### config.mk
export PLATFORM = sky130hd
export DESIGN_NAME = iso_mul
export DESIGN_NICKNAME = d
export VERILOG_FILES = /design/src/hdl/iso_pkg.sv /design/src/hdl/iso_mul.sv
export SDC_FILE = /design/constraint.sdc
export NUM_CORES = 2
export LEC_CHECK = 0
export BUFFER_PORTS_ARGS = -buffer_cell sky130_fd_sc_hd__buf_2
export CAP_MARGIN = 20
export CORE_ASPECT_RATIO = 1.1
export CORE_MARGIN = 2
export CORE_UTILIZATION = 45
export CTS_CLUSTER_SIZE = 16
export DETAILED_ROUTE_END_ITERATION = 8
export GPL_TIMING_DRIVEN = 0
export HOLD_SLACK_MARGIN = 0.15
export SLEW_MARGIN = 20
export SYNTH_ARGS = -nofsm -noshare
export SYNTH_HDL_FRONTEND = slang
export SYNTH_SLANG_ARGS = --single-unit
### constraint.sdc
create_clock -name clk_i -period 15.35 [get_ports clk_i]
set_input_delay 4.605 -clock clk_i [delete_from_list [all_inputs] [get_ports clk_i]]
set_output_delay 4.605 -clock clk_i [all_outputs]
set_load 0.01 [all_outputs]
### src/hdl/iso_pkg.sv
`timescale 1ns / 1ps
`default_nettype none
// ---------------------------------------------------------------------------
// Insulation resistance package
// Shared widths, reset values, register indexes and the per-side status
// that travels down the divider pipeline.
// ---------------------------------------------------------------------------
package iso_pkg;

  // Fixed field widths of the stream and the configuration port
  localparam int CODE_W    = 12;
  localparam int RES_W     = 24;
  localparam int BUS_W     = 20;
  localparam int SCALE_W   = 24;
  localparam int CFG_W     = 24;
  localparam int CFG_IDX_W = 2;
  localparam int OHMS_W    = 32;

  // Default converter resolution
  localparam int ADC_BITS_DEF = 12;

  // Operand chunk of the pipelined multiplier
  localparam int MUL_CHUNK = 24;

  // Register reset values
  localparam logic [RES_W-1:0]   R1_RST    = 24'd1000000;
  localparam logic [RES_W-1:0]   R2_RST    = 24'd10000;
  localparam logic [BUS_W-1:0]   BUS_RST   = 20'd400000;
  localparam logic [SCALE_W-1:0] SCALE_RST = 24'd65536;

  // Register indexes
  typedef enum logic [CFG_IDX_W-1:0] {
    REG_R1    = 2'd0,
    REG_R2    = 2'd1,
    REG_BUS   = 2'd2,
    REG_SCALE = 2'd3
  } cfg_reg_e;

  // Per-side status: result not valid, quotient clipped
  typedef struct packed {
    logic bad;
    logic sat;
  } side_t;

endpackage
`default_nettype wire

### src/hdl/iso_mul.sv
`timescale 1ns / 1ps
`default_nettype none
// ---------------------------------------------------------------------------
// Pipelined signed multiplier
// Splits both operands into chunks, forms the chunk products, sums each
// row and then the rows; three register stages, advanced by en_i.
// ---------------------------------------------------------------------------
module iso_mul #(
  parameter int WA = 25,
  parameter int WB = 25
) (
  input  wire logic                     clk_i,
  input  wire logic                     en_i,
  input  wire logic signed [WA-1:0]     a_i,
  input  wire logic signed [WB-1:0]     b_i,
  output logic signed [WA+WB-1:0]       p_o
);

  localparam int CH  = iso_pkg::MUL_CHUNK;
  localparam int NA  = (WA + CH - 1) / CH;
  localparam int NB  = (WB + CH - 1) / CH;
  localparam int SW  = (NA + NB) * CH;
  localparam int PPW = 2 * CH + 2;

  logic signed [NA*CH-1:0] ax;
  logic signed [NB*CH-1:0] bx;
  logic signed [CH:0]      ac [NA];
  logic signed [CH:0]      bc [NB];
  logic signed [PPW-1:0]   pp_q [NA][NB];
  logic signed [SW-1:0]    row_d [NA];
  logic signed [SW-1:0]    row_q [NA];
  logic signed [SW-1:0]    sum_d;
  logic signed [SW-1:0]    p_q;

  assign ax = (NA*CH)'(a_i);
  assign bx = (NB*CH)'(b_i);

  // Cut the operands: low chunks unsigned, top chunk carries the sign
  for (genvar i = 0; i < NA; i++) begin : g_ac
    if (i == NA - 1) begin : g_top
      assign ac[i] = $signed({ax[NA*CH-1], ax[i*CH +: CH]});
    end else begin : g_low
      assign ac[i] = $signed({1'b0, ax[i*CH +: CH]});
    end
  end
  for (genvar j = 0; j < NB; j++) begin : g_bc
    if (j == NB - 1) begin : g_top
      assign bc[j] = $signed({bx[NB*CH-1], bx[j*CH +: CH]});
    end else begin : g_low
      assign bc[j] = $signed({1'b0, bx[j*CH +: CH]});
    end
  end

  // Stage 1: chunk products
  always_ff @(posedge clk_i) begin
    if (en_i) begin
      for (int i = 0; i < NA; i++) begin
        for (int j = 0; j < NB; j++) begin
          pp_q[i][j] <= ac[i] * bc[j];
        end
      end
    end
  end

  // Stage 2: sum each row of products
  always_comb begin
    for (int i = 0; i < NA; i++) begin
      row_d[i] = '0;
      for (int j = 0; j < NB; j++) begin
        row_d[i] = row_d[i] + (SW'(pp_q[i][j]) <<< (CH * j));
      end
    end
  end

  always_ff @(posedge clk_i) begin
    if (en_i) begin
      row_q <= row_d;
    end
  end

  // Stage 3: sum the rows
  always_comb begin
    sum_d = '0;
    for (int i = 0; i < NA; i++) begin
      sum_d = sum_d + (row_q[i] <<< (CH * i));
    end
  end

  always_ff @(posedge clk_i) begin
    if (en_i) begin
      p_q <= sum_d;
    end
  end

  assign p_o = $signed(p_q[WA+WB-1:0]);

endmodule
`default_nettype wire

Yosys cells after proc, flatten, opt, wreduce, memory -nomap -nowiden --
Memory sizes are Yosys's and may differ from the RTL's. Cells that the tools add are included.
Word-level totals: ROM bits 0, bits of input ports 52, output and inout port bits 50, flip-flop bits (word level) 126, memories kept 1, RAM bits 200, bits in latches 0, logic and storage cells 13
Cells by class: bitwise logic cells 0, equality and inequality tests 0, add/sub/neg operators 3, shift-type cells 0, $mul 4, reductions and logical operators 0, multiplexer cells 2, divide/modulo/power cells 0, $lt $le $gt $ge 0
Memory list:
- pp_q | words 2, bits a word 100, read ports 2, clocked after memory_dff 0, wr ports 2, line iso_mul.sv:29 | logic signed [PPW-1:0] pp_q [NA][NB];
Operators by type and width (number):
- 50-bit adder | 2
- 24-bit by 24-bit multiplier with 48-bit output | 1
- 26-bit adder | 1
- 1-bit by 25-bit multiplier with 26-bit output | 1
- 25-bit by 1-bit multiplier with 26-bit output | 1
- 1-bit by 1-bit multiplier with 2-bit output | 1
- 1-bit two-way mux | 2

Depth between registers and ports, before layout --
depth in word-level cells 2, mapped depth 28, depth with buffers taken out 25

Worst setup path before layout --
OpenSTA, ideal clock, no wires.
kind input to register, start point input port a_i[20], end point memory pp_q[0][97] (netlist bit), data pin, stages 25, setup time 260 ps, setup slack 4228 ps, arrival 10862 ps, data required time 15090 ps, cell sequence clkbuf_1 -> clkbuf_1 -> nand2_1 -> fa_1 -> inv_1 -> fa_1 -> inv_1 -> fa_1 -> inv_1 -> fa_1 -> fa_1 -> fa_1 -> inv_1 -> fa_1 -> inv_1 -> ha_1 -> inv_2 -> nor3_4 -> nand4_1 -> a2111oi_4 -> a221oi_2 -> o21a_2 -> o41ai_2 -> a21oi_1 -> xnor2_1
RTL lines:
- start, declared | line iso_mul.sv:14 | input wire logic signed [WA-1:0] a_i,
- end, declared | line iso_mul.sv:29

==> qor.csv <==
stage,metric,value,unit
timing,Setup-failing EPs final,0,
clock_tree,post_cts resized,0,
drt,via/cell ratio,5.319,
flow_run,max-cap check violation count,0,
min_path,worst hold path type,register to register,
yosys,Commonest cells post-synth,"inv_1, fa_1, and2_1, nand2_1, edfxtp_1",
yosys,ys flop type,edfxtp_1,
grt,global route overflow,0,
place,dpl cells,3863,
drt,DRC errors left,30,
drt,DRT iter0 DRCs,1521,
yosys,"top cells by area, synth","fa_1, edfxtp_1, ha_1",
place,I/O Buffers,71,
finish,area delta synth->final,7.233,%
die,die width,248.6,um
grt,overall routing resource usage,24.80,%
die,area of the core,0.06511,mm^2
setup_path,kind of critical path,input pin to register,
yosys,Synth Instances,2940,
clock_tree,clock insertion delay at the later pin of the skew report,0.54,ns
timing,Setup TNS,0,ns
timing,Pins Over Slew Limit,0,
timing,final worst slack,2.816,ns
grt,first-pass GRT wire length,126900,um
clock_tree,root buffer cell,clkbuf_16,
yosys,Post-synth EDFFs,228,
finish,"Cell Count, Final, Fillers Out",3904,
grt,initial antenna violation count,4,
timing,final worst path period share,81.65,%
drt,WL final,83020,um
clock_tree,H-tree levels,1,
yosys,syn nets,3702,
finish,NumNets Final,3798,
yosys,"Seq/Total Area, Yosys",23.12,%
timing,Final Hold Viols,0,
timing,Max transition margin,16.38,%
yosys,Avg Inst Size Synth,10.07,um^2
drt,DRT antenna net count,0,
clock_tree,TritonCTS Buffers,21,
grt,largest net degree at the start of global routing,110,
drt,WL/cell,21.27,um
setup_path,CP required,15.62,ns
drt,total number of vias,20770,
die,I/O Pins,102,
yosys,most common cell in the netlist,inv_1,
yosys,Synth Register Bits,228,
clock_tree,hold_buf cts,0,
timing,Fin Clk Skew,0.01921,ns
yosys,asr flop ratio synth,0,%
finish,share of layout cells above drive strength 1,5.048,%
clock_tree,clk slew on worst S/H paths,0.07,ns
clock_tree,Bufs on Longest Clock Path,3,
place,hpwl dp,68200,um
drt,Pre-antenna DRT Iters,9,
timing,Slew @ Worst Pin,1.238,ns
die,initial core utilization,45.49,%
clock_tree,CTS tree,yes,
setup_path,Worst EP arrival,12.81,ns
yosys,Synth area leader,fa_1,
setup_path,Startpoint Class,input pin,
outcome,failing checks,design-rule violations,
timing,clock period minus worst slack,12.53,ns
yosys,"Cell Area, Synth",0.02962,mm^2
die,die height,273.1,um
place,GP Congestion,0.9747,
setup_path,Crit. End Element,register,
die,num rows,98,
setup_path,Worst Path Max Fanout,10,
outcome,outcome,"finished, violations left",
die,Die Area,0.06788,mm^2
clock_tree,clk sinks,228,
yosys,synth warn,0,
yosys,post-synth cell types,77,
timing,maximum clock rate,79.79,MHz
grt,vias in the first global route,21990,
yosys,Synth top area share,32.72,%
clock_tree,Post-CTS Setup Bufs,0,
timing,RSZ-0062 raised after global routing,no,
place,pre-CTS setup slack,2.440,ns
## metrics by stage
stage	cell area (um^2)	hold WS, ns	utilization [%]
6_report	31760	0.4167	48.78
5_1_grt	31750	0.4221	48.76
4_1_cts	31750	0.4155	48.76
3_5_place_dp	31100	0.4045	47.77
3_3_place_gp	31030	0.4019	47.67
2_1_floorplan	29620	0.4003	-
## registers in the layout, indices dropped and copies added (netlist names)
name,cells
p_q,50
pp_q,102
row_q,76
## layout make-up
class | instances | area [um^2]
antenna | 3 | 7.507
fill | 5955 | 33350
multi-input combinational | 1990 | 20050
clock inverter | 16 | 121.4
sequential | 228 | 6847
inverter | 569 | 2136
buffer | 153 | 580.6
tap | 850 | 1064
timing repair buffer | 73 | 420.4
clock buffer | 22 | 529.3
## cell usage in the layout (no fill, tap or decap), types with 4 or more instances in the layout
| cell type | Yosys | layout |
|---|---|---|
| a31oi_1 | 7 | 7 |
| or3_1 | 13 | 13 |
| clkinv_1 | 0 | 5 |
| a21o_1 | 38 | 38 |
| nand4_1 | 12 | 12 |
| o21ai_2 | 4 | 4 |
| and2_1 | 331 | 331 |
| clkbuf_16 | 0 | 21 |
| nor3_1 | 15 | 15 |
| nand2_1 | 331 | 331 |
| buf_2 | 5 | 75 |
| o31ai_1 | 4 | 4 |
| nor2b_1 | 20 | 20 |
| nand3b_1 | 4 | 4 |
| inv_1 | 567 | 567 |
| nand2b_1 | 22 | 22 |
| o21a_1 | 15 | 15 |
| xor2_1 | 33 | 33 |
| nor4_1 | 9 | 9 |
| clkbuf_1 | 145 | 146 |
| nor4_2 | 4 | 4 |
| ha_1 | 226 | 226 |
| o21ai_1 | 6 | 6 |
| a211oi_1 | 8 | 8 |
| nand3_1 | 15 | 15 |
| a21oi_1 | 90 | 90 |
| o21bai_1 | 11 | 11 |
| a21boi_0 | 4 | 4 |
| xnor2_1 | 86 | 86 |
| o2111ai_1 | 4 | 4 |
| o21ai_0 | 54 | 54 |
| edfxtp_1 | 228 | 228 |
| and3_1 | 17 | 17 |
| nor2_1 | 63 | 63 |
| fa_1 | 484 | 484 |
## cells by family after synthesis
group	share of synthesized area [%]
AO/OA/AOI/OAI	6.684
adder cells (fa/ha/maj)	42.26
AND/OR/NAND/NOR	15.23
other	0.01266
XOR/XNOR	3.519
buffers and inverters	9.172
flip-flops	23.12
## path summary, 6_finish.rpt
path,from,to,slack (ns),depth (start not counted)
hold / removal,row_q[114],p_q[18],0.42,0
setup reg to reg,row_q[120],p_q[48],11.89,12
setup / recovery,a_i[14],pp_q[0][94],2.82,23
hold reg to reg,row_q[114],p_q[18],0.42,0
## critical path, cell delays in order
cell and delay, ns:
clkbuf_1 0.52, clkbuf_1 0.82, and2_1 0.28, fa_1 0.44, fa_1 0.56, inv_1 0.06, fa_1 0.45, fa_1 0.55
inv_1 0.05, fa_1 0.48, fa_1 0.49, inv_1 0.05, fa_1 0.48, inv_1 0.04, ha_1 0.26, clkbuf_1 0.28
nand4_1 0.19, o41ai_1 1.08, a21oi_1 0.37, nand3_1 0.27, nand3_1 0.14, a31oi_1 0.23, xor2_1 0.09
## per-layer routing
| metal | vias to the layer above | wire length [um] | track usage (%) |
|---|---|---|---|
| met5 | - | 0 | 0 |
| met4 | 0 | 3611 | 9.553 |
| met3 | 183 | 4961 | 2.734 |
| met2 | 699 | 40400 | 43.48 |
| met1 | 10570 | 34050 | 31.70 |
| li1 | 9318 | - | - |
Power is left out: the tool's default activity adds up to more than one toggle a clock period on the data nets, which glitch-free logic cannot reach.
